File: src/gha_pkg.sv
// Shared types, constants and helpers for the generational handle allocator.
// Depends on nothing; every other file in src imports it.
`default_nettype none

package gha_pkg;

   localparam int HANDLE_BITS     = 32;
   localparam int INDEX_BITS      = 24;
   localparam int GEN_BITS        = 8;
   localparam int SLOT_BITS       = 8;   // slots = 2**SLOT_BITS
   localparam int THRESHOLD_BITS  = 8;
   localparam int WAIT_BITS       = SLOT_BITS + 1;

   localparam logic [SLOT_BITS:0]      SLOT_TOTAL       = {1'b1, {SLOT_BITS{1'b0}}};
   localparam logic [THRESHOLD_BITS-1:0] THRESHOLD_RESET = 8'd32;

   // operation codes
   localparam logic [1:0] OP_ALLOC   = 2'd0;
   localparam logic [1:0] OP_RELEASE = 2'd1;
   localparam logic [1:0] OP_CHECK   = 2'd2;

   // status codes
   localparam logic [1:0] ST_OK      = 2'd0;
   localparam logic [1:0] ST_INVALID = 2'd1;
   localparam logic [1:0] ST_FULL    = 2'd2;

   typedef struct packed {
      logic [1:0]             operation;
      logic [HANDLE_BITS-1:0] handle;
   } gha_req_type;

   typedef struct packed {
      logic [1:0]             status;
      logic [HANDLE_BITS-1:0] new_handle;
      logic [WAIT_BITS-1:0]   free_waiting;
   } gha_rsp_type;

   // request after decode in the front end
   typedef struct packed {
      logic [1:0]           operation;
      logic [SLOT_BITS-1:0] index;
      logic [GEN_BITS-1:0]  gen;
      logic                 addr_ok;   // not all ones, upper index bits clear
   } gha_cmd_type;

   typedef enum logic [1:0] {
      S_IDLE,
      S_EXEC,
      S_LOOKUP
   } gha_state_type;

   function automatic logic [HANDLE_BITS-1:0] make_handle(
      input logic [SLOT_BITS-1:0] index,
      input logic [GEN_BITS-1:0]  gen
   );
      logic [INDEX_BITS-1:0] full_index;
      full_index = INDEX_BITS'(index);
      return HANDLE_BITS'({gen, full_index});
   endfunction

endpackage

`default_nettype wire

File: src/gha_front.sv
// Front end: accepts requests, decodes the handle and holds them in a
// two-entry command queue for the back end. Depends on gha_pkg.
`default_nettype none

module gha_front (
   input  wire logic                 clock,
   input  wire logic                 reset,
   input  wire logic                 req_push,
   output logic                      req_full,
   input  wire gha_pkg::gha_req_type req_item,
   output logic                      cmd_valid,
   output gha_pkg::gha_cmd_type      cmd_head,
   input  wire logic                 cmd_pop
);
   import gha_pkg::*;

   gha_cmd_type entry_ff [2];
   logic        wr_ptr_ff, wr_ptr_in;
   logic        rd_ptr_ff, rd_ptr_in;
   logic [1:0]  cnt_ff, cnt_in;
   gha_cmd_type decoded;
   logic        push_ok;
   logic        pop_ok;

   always_comb begin
      decoded.operation = req_item.operation;
      decoded.index     = req_item.handle[SLOT_BITS-1:0];
      decoded.gen       = req_item.handle[INDEX_BITS +: GEN_BITS];
      decoded.addr_ok   = (req_item.handle != '1) &&
                          (req_item.handle[INDEX_BITS-1:SLOT_BITS] == '0);
   end

   assign req_full  = (cnt_ff == 2'd2);
   assign cmd_valid = (cnt_ff != 2'd0);
   assign cmd_head  = entry_ff[rd_ptr_ff];
   assign push_ok   = req_push && !req_full;
   assign pop_ok    = cmd_pop && cmd_valid;

   always_comb begin
      wr_ptr_in = push_ok ? ~wr_ptr_ff : wr_ptr_ff;
      rd_ptr_in = pop_ok ? ~rd_ptr_ff : rd_ptr_ff;
      cnt_in    = cnt_ff + 2'(push_ok) - 2'(pop_ok);
   end

   always_ff @(posedge clock) begin
      if (reset) begin
         wr_ptr_ff <= 1'b0;
         rd_ptr_ff <= 1'b0;
         cnt_ff    <= 2'd0;
      end else begin
         wr_ptr_ff <= wr_ptr_in;
         rd_ptr_ff <= rd_ptr_in;
         cnt_ff    <= cnt_in;
      end
   end

   always_ff @(posedge clock) begin
      if (push_ok) begin
         entry_ff[wr_ptr_ff] <= decoded;
      end
   end

endmodule

`default_nettype wire

File: config.mk
export PLATFORM = sky130hd
export DESIGN_NAME = gha_front
export DESIGN_NICKNAME = d
export VERILOG_FILES = /design/src/gha_pkg.sv /design/src/gha_front.sv
export SDC_FILE = /design/constraint.sdc
export NUM_CORES = 1
export LEC_CHECK = 0
export ABC_CLOCK_PERIOD_IN_PS = 1930
export BUFFER_PORTS_ARGS = -buffer_cell sky130_fd_sc_hd__buf_4
export CAP_MARGIN = 10
export CORE_MARGIN = 1
export CORE_UTILIZATION = 48
export CTS_CLUSTER_DIAMETER = 30
export DETAILED_ROUTE_END_ITERATION = 12
export PLACE_DENSITY = 0.78
export SLEW_MARGIN = 10
export SYNTH_ARGS = -nofsm -noshare
export SYNTH_HDL_FRONTEND = slang
export SYNTH_SLANG_ARGS = --single-unit
File: constraint.sdc
create_clock -name clock -period 1.93 [get_ports clock]
set_clock_uncertainty 0.15 [all_clocks]
set_input_delay 0.0965 -clock clock [delete_from_list [all_inputs] [get_ports clock]]
set_output_delay 0.0965 -clock clock [all_outputs]
set_load 0.005 [all_outputs]
After elaboration in Yosys (flattened, before gate mapping) --
Memories as Yosys holds them, arrays and structs flattened. A register that Yosys moved wholly into a read port is not among the register bits. Cells that the tools add are included.
Storage, ports and cells: register bits 4, bits in latches 0, memory bits (writable) 38, ROM bits 0, bits of input ports 38, output and inout bits 21, logic and storage cells 20, memories 1
Cells by class: add/subtract/negate cells 2, multiply operators 0, divide/modulo/power cells 0, magnitude comparators 0, equality and inequality tests 2, shift operators 0, mux-type cells 4, bitwise operators 2, reductions and logical operators 6
Memory list:
- entry_ff | depth 2, width 19, read ports 1, clocked after memory_dff 1, wr ports 1, line gha_front.sv:17 | gha_cmd_type entry_ff [2];
Operator list (count):
- != test 32 bit (second input constant) | 1
- zero test 16 bit | 1
- two-way mux 1 bit | 4
- logical AND 1 bit | 3
- adder 2 x 1 -> 2 bit | 1
- == test 2 bit (second input constant) | 1
- inverter 1 bit | 2
- nonzero test 2 bit | 1
- subtractor 2 x 1 -> 2 bit | 1
- zero test 1 bit | 1

Logic depth before layout (Yosys ltp) --
word-level depth 5, gate-level depth with buffers 8, depth with buffers taken out 8

Worst setup path before layout --
OpenSTA, ideal clock, no wires.
path kind reg-to-reg, start point register cnt_ff[0], end point memory entry_ff[0][0] (netlist bit) (enable), library setup time 0.374 ns, data arrival time 1.230 ns, data required time 1.406 ns, setup slack 0.176 ns, cell stages (with the launch flop) 5, path buffers 0, period minus slack after synthesis 1.754 ns, path through dfxtp_1 nand2b_2 inv_2 or3_1 inv_1
On the way: longest elaborated chain between the ends 5
RTL lines:
- start, declared | line gha_front.sv:20 | logic [1:0] cnt_ff, cnt_in;
- start signal, assigned | line gha_front.sv:53 | cnt_ff <= cnt_in;
- == test 2 bit | line gha_front.sv:33 | assign req_full = (cnt_ff == 2'd2);
- named net req_full | line gha_front.sv:9 | output logic req_full,
- zero test 1 bit | line gha_front.sv:36 | assign push_ok = req_push && !req_full;
- logical AND 1 bit | line gha_front.sv:36
- two-way mux 1 bit | line gha_front.sv:58 | if (push_ok) begin
- two-way mux 1 bit (implied by the code) | line gha_front.sv:59 | entry_ff[wr_ptr_ff] <= decoded;
- end, declared | line gha_front.sv:17
The timed path passes the listed nets, and every way through them passes these cells.

Final worst setup path --
start point register cnt_ff[0], end point register wr_ptr_ff
On the way: longest elaborated chain between the ends 3
RTL lines:
- == test 2 bit | line gha_front.sv:33
- zero test 1 bit | line gha_front.sv:36
- logical AND 1 bit | line gha_front.sv:36
- end signal, assigned | line gha_front.sv:51 | wr_ptr_ff <= wr_ptr_in;
- end, declared | line gha_front.sv:18 | logic wr_ptr_ff, wr_ptr_in;
Every way passes these cells. A chain may end at the register's enable or synchronous reset.

==> results.py <==
metrics = {
    "cts": {
        "tritoncts.num_buffers": 5,
        "h-tree-depth": 2,
        "cts_tree": "built",
        "clk_root_buffer_cell": "sky130_fd_sc_hd__clkbuf_4",
        "max-clock-path-buffers": 2,
        "cts-resized-gates": 0,
        "clkSinkCount": 43,
        "worst_setup_hold_path_clk_slew_ns": 0.12,
        "clock_latency_ns": 0.33,
    },
    "detailed_routing": {
        "antenna_viol_nets_final": 0,
        "vias": 1058,
        "route.final.wire_length_um": 3060,
        "vias_per_cell": 4.77,
        "drtPass1Iterations": 4,
        "detail_route.iter0.violations": 14,
        "wl_per_cell_um": 13.8,
        "detail_route.drc_violations": 0,
    },
    "place": {
        "dp.final_hpwl_um": 2020,
        "placement.io_buffers": 58,
        "placed_cell_area_sq_um": 2140,
        "gp_routability_congestion": 0.713,
        "numPlacedInstances": 194,
    },
    "synthesis": {
        "syn_avg_cell_area_sq_um": 18.2,
        "synth_area_sq_um": 1640,
        "seq_area_frac_synth_pct": 75.7,
        "async_reset_ff_share_pct": 0,
        "synth_largest_type_area_fraction_pct": 69.6,
        "ys_types": 22,
        "yosys_warnings": 0,
        "synth_seq_cells": 43,
        "synth_top_cells_by_count": "sky130_fd_sc_hd__edfxtp_1 (38), sky130_fd_sc_hd__mux2_1 (19), sky130_fd_sc_hd__dfxtp_1 (5)",
        "synthesis.instances": 90,
        "synth.top_cells.by_area": "sky130_fd_sc_hd__edfxtp_1 (70%), sky130_fd_sc_hd__mux2_1 (13%), sky130_fd_sc_hd__dfxtp_1 (6.1%)",
        "synth_fp_nets": 130,
        "synthMostInstantiatedCell": "sky130_fd_sc_hd__edfxtp_1",
        "synth_area_leader_cell": "sky130_fd_sc_hd__edfxtp_1",
        "synth_enable_flop_cells": 38,
        "synth_ff_type": "sky130_fd_sc_hd__edfxtp_1",
    },
    "layout": {
        "instances_no_fill": 222,
        "area.sequential_sq_um": 1240,
        "fill_cells": 204,
        "nets": 217,
        "area_growth_pct": 49.1,
        "layout-drive-gt1-share_pct": 41.6,
        "total_area_of_multi_input_combinational_cells_sq_um": 368,
        "final_cell_area_sq_um": 2450,
        "finish.utilization_pct": 77.6,
        "antenna_cells_inserted": 0,
    },
    "timing": {
        "setup_viol": 0,
        "finalHoldViolations": 0,
        "slew_viol_final": 0,
        "worstMarginPinSlew_ns": 0.459,
        "rsz0062_at_grt": "no",
        "final_min_period_over_clock_period_pct": 93.0,
        "finalCriticalPeriod_ns": 1.79,
        "final.setup.tns_ns": 0,
        "maximum_achievable_frequency_mhz": 557,
        "slew_headroom_pct": 69.4,
    },
    "power": {
        "power.switching_fraction_pct": 23.8,
        "pwr_cell_area_nw_per_um2": 1070,
        "power.sequential.fraction_pct": 46.1,
        "internal_power_uw": 1990,
        "static_leakage_uw": 0.000999,
        "vdd.ir_drop.worst_uv": 756,
        "power.net_switching_uw": 621,
        "power_frac_comb_pct": 28.2,
        "p_clk_share_pct": 25.7,
    },
    "worst_setup_path": {
        "critical_path.slowest_cell": "sky130_fd_sc_hd__dlygate4sd3_1",
        "path_cells": "nand2b_2, inv_2, or3_1, a21oi_1, dlygate4sd3_1",
        "critPathRequiredTime_ns": 2.07,
        "buf_inv_stages_crit_path": 2,
        "path_delay_family": "buffers and inverters",
        "slowest_delay_ns": 0.55,
        "worstPathArrival_ns": 1.93,
        "cp-start-kind": "flip-flop",
        "worst-path-max-fanout": 4,
        "setup.worst_path.class": "flip-flop to flip-flop",
        "worst_setup_path_end_kind": "flip-flop",
    },
    "floorplanning": {
        "die_height_um": 60.5,
        "die_x_um": 60.5,
        "starting_density_of_the_core_pct": 52.0,
        "ios": 59,
        "die_area_sq_um": 3660,
        "floorplan.rows": 20,
        "design.core.area_sq_um": 3150,
    },
    "status": {
        "status": "complete, no violations",
    },
    "grt": {
        "grt_max_degree": 20,
        "grt_first_pass_wirelength_um": 4850,
        "grt_pass1_vias": 1141,
        "globalRouteTotalUtil_pct": 18.9,
        "globalRoute.totalOverflow": 0,
        "antenna_found_initial": 0,
    },
    "flow_run": {
        "drv_cap": 0,
    },
    "hold_path": {
        "hp-class": "input pin to flip-flop",
    },
}
==> worst register-to-register path: stages (launching register included) <==
cell                            delay, ns
sky130_fd_sc_hd__dfxtp_1             0.39
sky130_fd_sc_hd__nand2b_2            0.16
sky130_fd_sc_hd__inv_2               0.05
sky130_fd_sc_hd__or3_1               0.33
sky130_fd_sc_hd__a21oi_1             0.12
sky130_fd_sc_hd__dlygate4sd3_1       0.55
==> layer usage <==
layer | up-vias | part of all wire [%] | routed length, um | global-route usage, %
li1 | 517 | - | - | -
met1 | 487 | 40 | 1220 | 21.2
met2 | 50 | 53 | 1630 | 34.1
met3 | 4 | 5.9 | 181 | 4.90
met4 | 0 | 0.75 | 23 | 7.79
met5 | - | 0 | 0 | 0
==> final timing paths <==
path	from	end	slack (ns)	depth (start not counted)
worst max-delay path	cnt_ff[0]	wr_ptr_ff	0.14	5
worst min-delay path	cmd_pop	rd_ptr_ff	0.03	4
worst max register to register	cnt_ff[0]	wr_ptr_ff	0.14	5
worst min register to register	rd_ptr_ff	rd_ptr_ff	0.38	2
==> kinds of logic (layout without fill, tap and decap cells) <==
group / after synthesis / count (layout) / synth area share [%]
compound gates: 3 / 3 / 1.14
xor+xnor: 3 / 3 / 1.60
fa+ha+maj: 2 / 2 / 1.53
buf+inv: 6 / 94 / 1.91
flops: 43 / 43 / 75.7
mux: 19 / 19 / 13.0
simple gates: 14 / 14 / 5.11
==> power groups by stage <==
stage	clock [uW]	sequential, uW	combinational [uW]
detailed placement	0	1230	702
floorplan	0	1210	359
finish	672	1200	737
global route	723	1220	808
global placement	0	1220	680
CTS	685	1200	745
==> placed cells by master (no fill, tap or decap), drive strengths merged <==
cell and count:
buf 62, edfxtp 38, dlygate4sd3 20, mux2 19, clkbuf 6, dfxtp 5
nor4 4, inv 4, nor2 3, xnor2 2, ha 2, bufinv 2
o21a 1, nand2b 1, nand2 1, and3 1, or2 1, and4 1
or3 1, nor2b 1, o21ai 1, a21oi 1, xor2 1
==> stage by stage <==
step,total power (uW),hold slack (ns),worst slack [ns]
after floorplan,1570,0.0156,0.176
after global placement,1900,0.134,0.294
after detailed placement,1930,0.134,0.201
after CTS,2630,0.0136,0.134
after global routing,2750,0.0121,0.0432
final,2610,0.0275,0.135
==> sequential cells by signal, indices dropped and copies added, names as in the netlist, named ones only <==
name	flops
entry_ff	38
rd_ptr_ff	1
wr_ptr_ff	1
cnt_ff	2
==> cell type report <==
| type | instances | share of cell area (%) |
|---|---|---|
| flip-flops and latches | 43 | 50.7 |
| repair buffers | 82 | 27.2 |
| multi-input cells | 41 | 15.0 |
| clock inverters | 2 | 2.46 |
| well taps | 44 | 2.25 |
| clock buffers | 6 | 1.69 |
| inverters | 4 | 0.614 |
==> repair_timing <==
action | in CTS | in global routing
hold buffers | 20 | 0
hold endpoints to repair | 41 | 0
setup buffers | 0 | 0
Power figures use the tool's default switching activity.
