<file path="config.mk">
export PLATFORM = sky130hd
export DESIGN_NAME = gha_rsp_queue
export DESIGN_NICKNAME = d
export VERILOG_FILES = /design/src/gha_pkg.sv /design/src/gha_rsp_queue.sv
export SDC_FILE = /design/constraint.sdc
export NUM_CORES = 1
export LEC_CHECK = 0
export BUFFER_PORTS_ARGS = -buffer_cell sky130_fd_sc_hd__buf_2
export CORE_MARGIN = 2
export CORE_UTILIZATION = 36
export DETAILED_ROUTE_END_ITERATION = 16
export SYNTH_ARGS = -nofsm -noshare
export SYNTH_HDL_FRONTEND = slang
export SYNTH_SLANG_ARGS = --single-unit
</file>
<file path="constraint.sdc">
create_clock -name clock -period 3.77 [get_ports clock]
set_input_delay 0.754 -clock clock [delete_from_list [all_inputs] [get_ports clock]]
set_output_delay 0.754 -clock clock [all_outputs]
set_load 0.02 [all_outputs]
</file>
<file path="src/gha_pkg.sv">
// Shared types, constants and helpers for the generational handle allocator.
// Depends on nothing; every other file in src imports it.
`default_nettype none

package gha_pkg;

   localparam int HANDLE_BITS     = 32;
   localparam int INDEX_BITS      = 24;
   localparam int GEN_BITS        = 8;
   localparam int SLOT_BITS       = 8;   // slots = 2**SLOT_BITS
   localparam int THRESHOLD_BITS  = 8;
   localparam int WAIT_BITS       = SLOT_BITS + 1;

   localparam logic [SLOT_BITS:0]      SLOT_TOTAL       = {1'b1, {SLOT_BITS{1'b0}}};
   localparam logic [THRESHOLD_BITS-1:0] THRESHOLD_RESET = 8'd32;

   // operation codes
   localparam logic [1:0] OP_ALLOC   = 2'd0;
   localparam logic [1:0] OP_RELEASE = 2'd1;
   localparam logic [1:0] OP_CHECK   = 2'd2;

   // status codes
   localparam logic [1:0] ST_OK      = 2'd0;
   localparam logic [1:0] ST_INVALID = 2'd1;
   localparam logic [1:0] ST_FULL    = 2'd2;

   typedef struct packed {
      logic [1:0]             operation;
      logic [HANDLE_BITS-1:0] handle;
   } gha_req_type;

   typedef struct packed {
      logic [1:0]             status;
      logic [HANDLE_BITS-1:0] new_handle;
      logic [WAIT_BITS-1:0]   free_waiting;
   } gha_rsp_type;

   // request after decode in the front end
   typedef struct packed {
      logic [1:0]           operation;
      logic [SLOT_BITS-1:0] index;
      logic [GEN_BITS-1:0]  gen;
      logic                 addr_ok;   // not all ones, upper index bits clear
   } gha_cmd_type;

   typedef enum logic [1:0] {
      S_IDLE,
      S_EXEC,
      S_LOOKUP
   } gha_state_type;

   function automatic logic [HANDLE_BITS-1:0] make_handle(
      input logic [SLOT_BITS-1:0] index,
      input logic [GEN_BITS-1:0]  gen
   );
      logic [INDEX_BITS-1:0] full_index;
      full_index = INDEX_BITS'(index);
      return HANDLE_BITS'({gen, full_index});
   endfunction

endpackage

`default_nettype wire

</file>
<file path="src/gha_rsp_queue.sv">
// Two-entry result queue between the back end and the result ports.
// Depends on gha_pkg.
`default_nettype none

module gha_rsp_queue (
   input  wire logic                 clock,
   input  wire logic                 reset,
   input  wire logic                 push,
   input  wire gha_pkg::gha_rsp_type push_item,
   output logic                      full,
   output logic                      rsp_empty,
   input  wire logic                 rsp_pop,
   output gha_pkg::gha_rsp_type      rsp_item
);
   import gha_pkg::*;

   gha_rsp_type entry_ff [2];
   logic        wr_ptr_ff, wr_ptr_in;
   logic        rd_ptr_ff, rd_ptr_in;
   logic [1:0]  cnt_ff, cnt_in;
   logic        push_ok;
   logic        pop_ok;

   assign full      = (cnt_ff == 2'd2);
   assign rsp_empty = (cnt_ff == 2'd0);
   assign rsp_item  = entry_ff[rd_ptr_ff];
   assign push_ok   = push && !full;
   assign pop_ok    = rsp_pop && !rsp_empty;

   always_comb begin
      wr_ptr_in = push_ok ? ~wr_ptr_ff : wr_ptr_ff;
      rd_ptr_in = pop_ok ? ~rd_ptr_ff : rd_ptr_ff;
      cnt_in    = cnt_ff + 2'(push_ok) - 2'(pop_ok);
   end

   always_ff @(posedge clock) begin
      if (reset) begin
         wr_ptr_ff <= 1'b0;
         rd_ptr_ff <= 1'b0;
         cnt_ff    <= 2'd0;
      end else begin
         wr_ptr_ff <= wr_ptr_in;
         rd_ptr_ff <= rd_ptr_in;
         cnt_ff    <= cnt_in;
      end
   end

   always_ff @(posedge clock) begin
      if (push_ok) begin
         entry_ff[wr_ptr_ff] <= push_item;
      end
   end

endmodule

`default_nettype wire

</file>
; After elaboration in Yosys (flattened, before gate mapping)
; Memories as Yosys holds them, arrays and structs flattened. A register that Yosys moved wholly into a read port is not among the register bits.
; Index checks and enable logic that the tools add are counted.
[classes]
n_reduce_logical = 5
n_bitwise = 2
n_eq_ne = 1
mux = 4
addsub = 2
[op_table]
columns = operator, n
row1 = 1-bit 2-to-1 mux, 4
row2 = 2-bit by 1-bit adder with 2-bit output, 1
row3 = 2-bit equality test (second input constant), 1
row4 = 1-bit logical AND, 2
row5 = 1-bit zero test, 2
row6 = 2-bit zero test, 1
row7 = 1-bit NOT, 2
row8 = 2-bit by 1-bit subtractor with 2-bit output, 1
[totals]
regBits = 4
out_inout_bits = 45
elab_cells = 18
memories = 1
in_bits = 47
ram_bits = 86
[memory_table]
columns = name, depth, width, read_ports, rd_ports_with_merged_regs, write_ports, line_no
row1 = entry_ff, 2, 43, 1, 1, 1, gha_rsp_queue.sv:17  ; gha_rsp_type entry_ff [2];

; Depth between registers and ports, before layout
; Gate-level depths: netlist of run 1.
[logic_depth]
word_depth = 5
ltp_mapped = 8
mapped_depth_nobuf = 8

; Worst setup path after synthesis of run 1
; No wires, ideal clock.
[synth_timing]
kind = input -> register
from = input push
to = memory entry_ff[0][0] (netlist bit), enable pin
setup_slack_ps = 1377
stages = 3
path_buffers = 0
required_time_ps = 3373
t_arrival_ps = 1995
setup_time_ps = 397
path_cell_list = inv_1 -> or3_1 -> inv_1
[synth_between]
elab_chain_len = 3
[synth_lines]
columns = item, line_no
row1 = from (decl), gha_rsp_queue.sv:8  ; input wire logic push,
row2 = 1-bit logical AND, gha_rsp_queue.sv:27  ; assign push_ok = push && !full;
row3 = 1-bit 2-to-1 mux, gha_rsp_queue.sv:49  ; if (push_ok) begin
row4 = 1-bit 2-to-1 mux (not written as such), gha_rsp_queue.sv:50  ; entry_ff[wr_ptr_ff] <= push_item;
row5 = to (decl), gha_rsp_queue.sv:17
; No other way between the ends.

==> results.txt, run 1 <==
----------------------------------------------------
[GRT]
  Via count of the first global-routing pass ... 1752
  Met1 layer usage reported by global route ... 13.77%
  Met3 demand-to-capacity share in global routing ... 3.760%
  Global-route congestion overflow total ... 0
  First-pass GRT wire length ... 8.473 mm
  Global Route met2 Usage ... 18.43%
  Global routing usage summed across all routing layers ... 11.29%
  Gr busiest metal ... met2
  Largest net degree at the start of global routing ... 44
  Antenna violations before repair ... 0

[STA]
  Share of the cycle needed by the critical path after routing ... 72.05%
  Setup TNS Final ... 0 ns
  Pins Over Slew Limit ... 0
  Unrepaired setup endpoints after global routing ... no
  Slew at the pin with the worst max-slew slack ... 1.051 ns
  Final hold slack ... 0.5055 ns
  Final hold vios ... 0
  Max Clock Freq ... 0.3682 GHz
  Setup clock skew after layout ... 0.01257 ns
  Final-report setup violation count ... 0
  Relative max-transition margin ... 29.93%
  Crit path time final ... 2.716 ns

[Synthesis]
  Predominant post-synthesis flop cell ... sky130_fd_sc_hd__edfxtp_1
  Ys async rst share ... 0%
  Top cell type by total area after synthesis ... sky130_fd_sc_hd__edfxtp_1
  Total standard cell area after synthesis ... 0.003333 mm2
  Warnings from Yosys ... 0
  Library cells used by synthesis ... 21
  Number of flip-flops and latches in the synthesized netlist ... 91
  Post-synth EDFFs ... 86
  Portion of the post-synthesis area used by sequential elements ... 80.48%
  Top area cells in the synthesized netlist ... sky130_fd_sc_hd__edfxtp_1 77%, sky130_fd_sc_hd__mux2_2 15%, sky130_fd_sc_hd__dfxtp_1 3.0%
  Mean instance size in the synthesized netlist ... 20.70 um2
  Top post-synthesis cells by count ... 86 x sky130_fd_sc_hd__edfxtp_1, 43 x sky130_fd_sc_hd__mux2_2, 5 x sky130_fd_sc_hd__dfxtp_1, 4 x sky130_fd_sc_hd__nor2_1
  Fraction of post-synthesis cell area in the top cell type by area ... 77.48%
  Leading cell type by number of instances after synthesis ... sky130_fd_sc_hd__edfxtp_1
  Synthesized instance count ... 161
  Number of nets produced by synthesis ... 210

[Power]
  Internal Pwr Total ... 1.929 mW
  Combinational share of power ... 28.0%
  Clock network fraction of design power ... 22.0%
  Net Sw Power ... 0.8681 mW
  Static power due to leakage ... 1.529 nW
  Worst VDD drop ... 0.4876 mV
  Switching part of the total power ... 31.04%
  Power per unit of standard cell area ... 685.9 mW/mm2
  Sequential share of power ... 50.0%

[Worst setup path]
  Critical setup path kind ... flip-flop to output port
  Kind of start point of the critical path ... flip-flop
  Max stage delay on crit path ... 1.03 ns
  Reg-to-reg critical path startpoint ... cnt_ff[0]$_SDFF_PP0_
  CP Cell Sequence ... mux2_2 > buf_2
  Element type at the critical path end ... output port
  Arrival time of the worst setup path ... 1.96 ns
  Reg2reg path depth ... 4
  Worst reg-to-reg setup slack ... 1.73 ns
  Endpoint of the lowest-slack register-to-register path ... entry_ff[0][4]$_DFFE_PP_
  Cell with the largest stage delay on the worst path ... sky130_fd_sc_hd__dfxtp_2
  Largest fanout on the critical path ... 43
  Worst endpoint required time ... 3.02 ns

[Floorplan]
  Die extent in y ... 100.2 um
  # rows ... 35
  IO Count ... 92
  Area inside the core boundary ... 0.009109 mm2
  Initial standard-cell utilization of the core ... 36.59%
  Die Footprint ... 0.01005 mm2
  Width of the die ... 100.2 um

[Hold path]
  Start point of the worst min-delay path ... wr_ptr_ff$_SDFFE_PP0P_
  Worst min-delay path endpoint ... wr_ptr_ff$_SDFFE_PP0P_
  Type of the most critical hold path ... flip-flop to flip-flop
  Hold path depth ... 2

[Clock tree]
  CTS clock-pin slew for the worst setup and hold paths ... 0.08 ns
  CTS-repair resized insts ... 0
  H-tree level count ... 3
  Number of buffers inserted during clock tree synthesis ... 9
  Total number of clock tree sinks ... 91
  Clock tree from TritonCTS ... yes
  Setup fix buffers added after clock tree synthesis ... 0
  Master cell of the clock root buffer ... sky130_fd_sc_hd__clkbuf_8
  Skew-Pair Late Insertion Delay ... 0.34 ns
  Count of hold buffers inserted by post-cts repair ... 0
  CTS max path bufs ... 2

[Layout]
  Number of nets in the layout ... 307
  Post-synthesis to final-layout area growth ... 22.33%
  Layout cells sized above 1 ... 57.63%
  Count of antenna diodes in the layout ... 0
  Count of filler cells inserted in the layout ... 858

[Drt]
  Post-DR vias/cell ... 4.483
  Number of nets with antenna violations after detailed routing ... 0
  Length of the first detailed-routing pass in iterations ... 4
  Drt first-iter violations ... 50
  Remaining design rule violation count ... 0
  Routed WL ... 5.580 mm
  Total via count in the routed design ... 1672
  WL/cell ... 14.96 um

[Placed design]
  Number of I/O port buffers ... 91
  Final weighted congestion in routability-driven placement ... 0.6406
  Post-detailed-placement half-perimeter wirelength ... 3.381 mm

[Flow run]
  Number of max-cap violations ... 0

[Outcome]
  Status ... completed

----------------------------------------------------
==> through the flow <==
step	instances	worst slack [ns]	total power [mW]	instance area [um2]	util, %
after floorplan	161	1.377	1.966	3333	-
after global placement	358	1.340	2.217	3896	42.77
after detailed placement	358	1.319	2.224	3896	42.77
after CTS	373	0.9575	2.851	4078	44.77
after global routing	373	0.8593	2.962	4078	44.77
final	373	1.054	2.797	4078	44.77
==> worst max path at each step <==
stage / cells past startpoint / end / start
3_5_place_dp: 4 / entry_ff[0][37]$_DFFE_PP_ / push
4_1_cts: 2 / rsp_item[1] / flip-flop
2_1_floorplan: 3 / entry_ff[0][0]$_DFFE_PP_ / push
5_1_grt: 2 / rsp_item[1] / flip-flop
6_report: 2 / rsp_item[1] / flip-flop
3_3_place_gp: 2 / rsp_item[1] / flip-flop
==> sequential cells by signal (all words and copies together) (netlist names), named ones only <==
| register | cells |
|---|---|
| cnt_ff | 2 |
| rd_ptr_ff | 1 |
| entry_ff | 86 |
| wr_ptr_ff | 1 |
==> metal layers <==
layer	vias up	part of all wire, %
met1	802	44
met3	5	6.2
li1	814	-
met4	0	1.1
met2	51	49
met5	-	0
==> cell type report <==
type                    instances  area (um2)  share of cell area (%)
clock buffers                  10       127.6                   3.130
clock inverters                 5       53.80                   1.319
inverters                       4       15.01                  0.3682
multi-input cells              61       603.1                   14.79
flip-flops and latches         91        2684                   65.82
well taps                     111       138.9                   3.406
repair buffers                 91       455.4                   11.17
==> power groups by stage <==
stage / sequential [mW] / combinational [mW] / clock, mW
after floorplan: 1.34 / 0.625 / 0
after global placement: 1.42 / 0.795 / 0
after CTS: 1.41 / 0.800 / 0.644
final: 1.40 / 0.784 / 0.615
after detailed placement: 1.43 / 0.795 / 0
after global routing: 1.43 / 0.853 / 0.682
==> logic make-up after synthesis <==
kind of cell / share of synthesized area, %
AOI/OAI and AO/OA: 0.5253
xor gates and xnor gates: 0.5256
adders and majority gates: 0.7506
buffers and inverters: 1.426
DFF: 80.48
muxes: 14.53
and+or+nand+nor: 1.764
==> layout by cell type (no fill, tap or decap) <==
master and n:
sky130_fd_sc_hd__nand2_1 1, sky130_fd_sc_hd__o21ai_0 1, sky130_fd_sc_hd__mux2_2 43, sky130_fd_sc_hd__nor2_1 4, sky130_fd_sc_hd__dfxtp_1 4, sky130_fd_sc_hd__nor3_1 1, sky130_fd_sc_hd__clkinv_1 2, sky130_fd_sc_hd__inv_1 2
sky130_fd_sc_hd__and2_1 1, sky130_fd_sc_hd__o21a_1 1, sky130_fd_sc_hd__a21oi_1 1, sky130_fd_sc_hd__inv_2 2, sky130_fd_sc_hd__buf_2 91, sky130_fd_sc_hd__ha_1 2, sky130_fd_sc_hd__inv_6 1, sky130_fd_sc_hd__clkbuf_1 1
sky130_fd_sc_hd__dfxtp_2 1, sky130_fd_sc_hd__bufinv_16 1, sky130_fd_sc_hd__clkbuf_8 9, sky130_fd_sc_hd__edfxtp_1 86, sky130_fd_sc_hd__nand2b_2 1, sky130_fd_sc_hd__nor2b_1 1, sky130_fd_sc_hd__clkinvlp_4 1, sky130_fd_sc_hd__and3_2 1
sky130_fd_sc_hd__or3_1 1, sky130_fd_sc_hd__xnor2_1 1, sky130_fd_sc_hd__xor2_1 1
==> worst max-delay path, delay by kind of cell, from the launching register on <==
kind                   cells  cell delay, ns
buffers and inverters      1            0.16
muxes                      1            0.44
DFF                        1            1.03
No activity file was read; power rests on OpenSTA's default activity.
==> run 2: changes to the inputs <==
Clock period 3.77 ns to 2.6 ns, I/O delays scaled along.
==> results.txt, run 2 (same netlist as run 1, synthesis figures left out) <==
----------------------------------------------------
[Outcome]
  Status ... completed

[GRT]
  First-pass GRT wire length ... 8.970 mm
  Antenna violations before repair ... 0
  Global-route congestion overflow total ... 0
  Via count of the first global-routing pass ... 1822
  Global routing usage summed across all routing layers ... 12.09%
  Largest net degree at the start of global routing ... 24

[Clock tree]
  Setup fix buffers added after clock tree synthesis ... 0
  H-tree level count ... 3
  Clock tree from TritonCTS ... yes
  Total number of clock tree sinks ... 91
  Skew-Pair Late Insertion Delay ... 0.34 ns
  Count of hold buffers inserted by post-cts repair ... 0
  CTS-repair resized insts ... 0
  Number of buffers inserted during clock tree synthesis ... 9
  CTS max path bufs ... 2
  Master cell of the clock root buffer ... sky130_fd_sc_hd__clkbuf_8
  CTS clock-pin slew for the worst setup and hold paths ... 0.08 ns

[Placed design]
  Post-detailed-placement half-perimeter wirelength ... 3.886 mm
  Number of I/O port buffers ... 91
  Final weighted congestion in routability-driven placement ... 0.6575
  Number of cells after detailed placement ... 364

[STA]
  Pins Over Slew Limit ... 0
  Relative max-transition margin ... 72.30%
  Final hold vios ... 0
  Final hold slack ... 0.3582 ns
  Unrepaired setup endpoints after global routing ... no
  Setup TNS Final ... 0 ns
  Slew at the pin with the worst max-slew slack ... 0.4155 ns
  Share of the cycle needed by the critical path after routing ... 84.15%
  Max Clock Freq ... 0.4570 GHz
  Final-report setup violation count ... 0
  Setup clock skew after layout ... 0.008976 ns
  Crit path time final ... 2.188 ns

[Worst setup path]
  Worst reg-to-reg setup slack ... 0.97 ns
  Arrival time of the worst setup path ... 1.67 ns
  Kind of start point of the critical path ... flip-flop
  Reg-to-reg critical path startpoint ... cnt_ff[0]$_SDFF_PP0_
  Critical setup path kind ... flip-flop to output port
  Endpoint of the lowest-slack register-to-register path ... entry_ff[1][31]$_DFFE_PP_
  Element type at the critical path end ... output port
  Worst endpoint required time ... 2.08 ns
  Largest fanout on the critical path ... 13
  Reg2reg path depth ... 3

[Layout]
  Number of nets in the layout ... 313
  Most common cell after layout, fill and taps aside ... sky130_fd_sc_hd__buf_2
  Count of antenna diodes in the layout ... 0
  Max reg flops ... 86
  Final instance count without filler cells ... 378
  Registers with the highest flip-flop counts ... entry_ff (86), cnt_ff (2)
  Count of filler cells inserted in the layout ... 849
  Post-synthesis to final-layout area growth ... 23.76%
  Layout cells sized above 1 ... 58.80%
  Largest register by flop count ... entry_ff
  Post-Route Utilization ... 45.29%
  Most frequent cells in the layout ... 91 x sky130_fd_sc_hd__buf_2, 86 x sky130_fd_sc_hd__edfxtp_1, 43 x sky130_fd_sc_hd__mux2_2

[Hold path]
  Hold path depth ... 1
  Start point of the worst min-delay path ... push_item[7]
  Type of the most critical hold path ... primary input to flip-flop
  Worst min-delay path endpoint ... entry_ff[1][7]$_DFFE_PP_

[Floorplan]
  Die extent in y ... 100.2 um
  IO Count ... 92
  Die Footprint ... 0.01005 mm2
  # rows ... 35
  Initial standard-cell utilization of the core ... 36.59%
  Area inside the core boundary ... 0.009109 mm2
  Width of the die ... 100.2 um

[Drt]
  Drt first-iter violations ... 47
  Routed WL ... 5.808 mm
  Post-DR vias/cell ... 4.667
  Number of nets with antenna violations after detailed routing ... 0
  Remaining design rule violation count ... 0
  Total via count in the routed design ... 1764
  Length of the first detailed-routing pass in iterations ... 4
  WL/cell ... 15.37 um

[Flow run]
  Number of max-cap violations ... 0

[Power]
  Worst VDD drop ... 0.3809 mV
  Power per unit of standard cell area ... 992.8 mW/mm2
  Static power due to leakage ... 1.565 nW

----------------------------------------------------
[run 2: cell count changes in the layout (fill, tap and decap cells not counted), sizes merged]
cell	before	now
clkinv	2	3
inv	5	4
buf	91	97
clkinvlp	1	0
[run 2: worst max-delay path by stage]
stage / start / to / slack [ns] / cells after the start
5_1_grt: flip-flop / rsp_item[41] / 0.32 / 3
2_1_floorplan: push / entry_ff[0][0]$_DFFE_PP_ / 0.44 / 3
4_1_cts: flip-flop / rsp_item[41] / 0.37 / 3
3_3_place_gp: flip-flop / rsp_item[1] / 0.79 / 3
6_report: flip-flop / rsp_item[41] / 0.41 / 3
3_5_place_dp: flip-flop / rsp_item[41] / 0.75 / 3
[run 2: per-stage QoR]
step	worst slack (ns)	power, mW	cell area, um2
2_1_floorplan	0.4415	2.851	3333
3_3_place_gp	0.7885	3.257	3954
3_5_place_dp	0.7535	3.281	3954
4_1_cts	0.3707	4.163	4125
5_1_grt	0.3228	4.323	4125
6_report	0.4120	4.096	4125
[run 2: critical path: stages, from the launching register on]
cell and delay, ns:
sky130_fd_sc_hd__dfxtp_2 0.53, sky130_fd_sc_hd__buf_4 0.27, sky130_fd_sc_hd__mux2_2 0.36, sky130_fd_sc_hd__buf_2 0.16
[run 2: where the power goes]
| group | internal, mW | switching [mW] | leakage [nW] |
|---|---|---|---|
| Combinational | 0.530 | 0.734 | 0.630 |
| Sequential | 1.87 | 0.0864 | 0.845 |
| Clock | 0.428 | 0.450 | 0.0894 |
| Total | 2.82 | 1.27 | 1.56 |
[run 2: cell type report]
class / count / area [um2] / area share, %
clock buffers: 10 / 127.6 / 3.094
well taps: 111 / 138.9 / 3.367
multi-input cells: 61 / 603.1 / 14.62
inverters: 4 / 15.01 / 0.3640
flip-flops and latches: 91 / 2684 / 65.06
repair buffers: 97 / 513.0 / 12.44
clock inverters: 4 / 43.79 / 1.062
[run 2: routing by layer]
layer | up-vias | routed length (um) | GRT usage (%)
li1 | 825 | - | -
met1 | 873 | 2409 | 14.26
met2 | 59 | 2965 | 20.08
met5 | - | 0 | 0
met3 | 7 | 348 | 4.318
met4 | 0 | 85 | 5.058
==> run 3: changes to the inputs <==
Settings changed: ABC_AREA from default to 1.
Clock period 2.6 ns to 2.2 ns, I/O delays scaled along.
==> results.txt, run 3 <==
----------------------------------------------------
[Placed design]
  Number of I/O port buffers ... 91
  Number of cells after detailed placement ... 395
  Final weighted congestion in routability-driven placement ... 0.6215
  Post-detailed-placement half-perimeter wirelength ... 3.455 mm
  Post-placement setup slack ... 0.5682 ns
  Post-DP Area ... 0.004159 mm2

[Floorplan]
  Die extent in y ... 103.4 um
  Area inside the core boundary ... 0.009684 mm2
  Initial standard-cell utilization of the core ... 36.76%
  Die Footprint ... 0.01070 mm2
  IO Count ... 92
  # rows ... 36
  Width of the die ... 103.4 um

[Synthesis]
  Number of nets produced by synthesis ... 222
  Total standard cell area after synthesis ... 0.003560 mm2
  Fraction of post-synthesis cell area in the top cell type by area ... 72.55%
  Adder and majority gate portion of the synthesized area ... 0.7030%
  Combinational family with the most area after synthesis ... multiplexers
  Number of flip-flops and latches in the synthesized netlist ... 91
  Top cell type by total area after synthesis ... sky130_fd_sc_hd__edfxtp_1
  Synthesized instance count ... 173
  Mean instance size in the synthesized netlist ... 20.58 um2
  Top post-synthesis cells by count ... 86 x sky130_fd_sc_hd__edfxtp_1, 40 x sky130_fd_sc_hd__mux2_4, 10 x sky130_fd_sc_hd__inv_1, 9 x sky130_fd_sc_hd__nor2_1, 8 x sky130_fd_sc_hd__nand2_1
  Warnings from Yosys ... 0
  Post-synth EDFFs ... 86
  Top area cells in the synthesized netlist ... sky130_fd_sc_hd__edfxtp_1 73%, sky130_fd_sc_hd__mux2_4 17%, sky130_fd_sc_hd__dfxtp_1 2.8%
  Area fraction in compound gates after synthesis ... 0.2812%
  Leading cell type by number of instances after synthesis ... sky130_fd_sc_hd__edfxtp_1
  Share of synthesized area spent on multiplexers ... 17.82%
  Simple-Gate Fraction of Synth Area ... 2.214%
  Portion of the post-synthesis area used by sequential elements ... 75.36%
  Ys async rst share ... 0%
  Predominant post-synthesis flop cell ... sky130_fd_sc_hd__edfxtp_1
  XOR/XNOR Fraction of Synth Area ... 0%
  Library cells used by synthesis ... 12

[Power]
  Internal Pwr Total ... 3.399 mW
  Net Sw Power ... 1.466 mW
  Static power due to leakage ... 1.720 nW
  Sequential share of power ... 46.7%
  Combinational share of power ... 31.6%
  Worst VDD drop ... 0.5136 mV
  Power per unit of standard cell area ... 1120 mW/mm2
  Switching part of the total power ... 30.13%
  Total Power ... 4.865 mW
  Clock network fraction of design power ... 21.7%

[GRT]
  Antenna violations before repair ... 0
  Largest net degree at the start of global routing ... 44
  First-pass GRT wire length ... 8.342 mm
  Via count of the first global-routing pass ... 1688
  Global-route congestion overflow total ... 0
  Global routing usage summed across all routing layers ... 10.82%

[Drt]
  Length of the first detailed-routing pass in iterations ... 4
  WL/cell ... 13.61 um
  Post-DR vias/cell ... 4.305
  Remaining design rule violation count ... 0
  Drt first-iter violations ... 66
  Number of nets with antenna violations after detailed routing ... 0
  Routed WL ... 5.579 mm
  Total via count in the routed design ... 1765

[Worst setup path]
  Largest fanout on the critical path ... 43
  Worst endpoint required time ... 1.76 ns
  Endpoint of the lowest-slack register-to-register path ... cnt_ff[1]$_SDFF_PP0_
  Critical setup path kind ... flip-flop to output port
  Element type at the critical path end ... output port
  Reg-to-reg critical path startpoint ... cnt_ff[0]$_SDFF_PP0_
  Arrival time of the worst setup path ... 1.54 ns
  Reg2reg path depth ... 10
  Kind of start point of the critical path ... flip-flop
  Worst reg-to-reg setup slack ... 0.61 ns

[Layout]
  Max reg flops ... 86
  Layout cells sized above 1 ... 55.23%
  Count of filler cells inserted in the layout ... 867
  Number of nets in the layout ... 322
  Largest register by flop count ... entry_ff
  Most frequent cells in the layout ... 91 x sky130_fd_sc_hd__buf_2, 86 x sky130_fd_sc_hd__edfxtp_1, 40 x sky130_fd_sc_hd__mux2_4
  Count of antenna diodes in the layout ... 0
  Post-synthesis to final-layout area growth ... 22.00%
  Registers with the highest flip-flop counts ... entry_ff (86), cnt_ff (2)
  Most common cell after layout, fill and taps aside ... sky130_fd_sc_hd__buf_2
  Final instance area ... 0.004343 mm2
  Post-Route Utilization ... 44.85%
  Final instance count without filler cells ... 410

[Hold path]
  Type of the most critical hold path ... primary input to flip-flop
  Start point of the worst min-delay path ... reset
  Hold path depth ... 2
  Worst min-delay path endpoint ... cnt_ff[0]$_SDFF_PP0_

[STA]
  Unrepaired setup endpoints after global routing ... no
  Worst setup margin ... 0.2168 ns
  Final-report setup violation count ... 0
  Setup clock skew after layout ... 0.007200 ns
  Share of the cycle needed by the critical path after routing ... 90.15%
  Relative max-transition margin ... 77.24%
  Slew at the pin with the worst max-slew slack ... 0.3414 ns
  Pins Over Slew Limit ... 0
  Final hold vios ... 0
  Setup TNS Final ... 0 ns
  Max Clock Freq ... 0.5042 GHz
  Crit path time final ... 1.983 ns
  Final hold slack ... 0.2565 ns

[Clock tree]
  Number of buffers inserted during clock tree synthesis ... 9
  Master cell of the clock root buffer ... sky130_fd_sc_hd__clkbuf_8
  CTS clock-pin slew for the worst setup and hold paths ... 0.08 ns
  H-tree level count ... 3
  Count of hold buffers inserted by post-cts repair ... 0
  Total number of clock tree sinks ... 91
  CTS max path bufs ... 2
  Clock tree from TritonCTS ... yes
  Skew-Pair Late Insertion Delay ... 0.34 ns
  Setup fix buffers added after clock tree synthesis ... 0
  CTS-repair resized insts ... 0

[Outcome]
  Status ... completed

[Flow run]
  Number of max-cap violations ... 0

----------------------------------------------------
[run 3: cells by family (layout without fill, tap and decap cells)]
kind of cell | count (synthesis) | count (layout)
compound gates | 2 | 2
fa+ha+maj | 2 | 2
buf+inv | 15 | 119
flops | 91 | 91
mux | 43 | 43
simple gates | 20 | 20
[run 3: power by group through the flow]
stage,combinational (mW),clock [mW],sequential (mW)
3_5_place_dp,1.57,0,2.31
5_1_grt,1.68,1.17,2.29
3_3_place_gp,1.56,0,2.30
2_1_floorplan,1.21,0,2.30
4_1_cts,1.58,1.10,2.27
6_report,1.54,1.06,2.27
[run 3: worst max path at each step]
stage               cells after the start                  endpoint                 start
finish                                  3              rsp_item[42]             flip-flop
global route                            3              rsp_item[42]             flip-flop
CTS                                     3               rsp_item[1]             flip-flop
detailed placement                      3              rsp_item[42]             flip-flop
global placement                        3              rsp_item[42]             flip-flop
floorplan                               4  entry_ff[0][0]$_DFFE_PP_  cnt_ff[0]$_SDFF_PP0_
[run 3: layer usage]
layer / vias up / routed length [um] / track usage, %
li1: 846 / - / -
met1: 852 / 2390 / 13.00
met2: 57 / 2757 / 17.62
met3: 10 / 327 / 3.562
met4: 0 / 104 / 5.162
met5: - / 0 / 0
[run 3: area by class of cell]
cell class / instances / area, um2 / area share (%)
inverters: 10 / 37.54 / 0.8643
clock buffers: 11 / 131.4 / 3.025
well taps: 133 / 166.4 / 3.832
clock inverters: 4 / 52.55 / 1.210
multi-input cells: 67 / 755.7 / 17.40
repair buffers: 94 / 515.5 / 11.87
flip-flops and latches: 91 / 2684 / 61.80
[run 3: worst max-delay path, stage by stage, from the launching register on]
cell	delay, ns
sky130_fd_sc_hd__dfxtp_2	0.34
sky130_fd_sc_hd__buf_12	0.29
sky130_fd_sc_hd__mux2_2	0.37
sky130_fd_sc_hd__buf_2	0.16
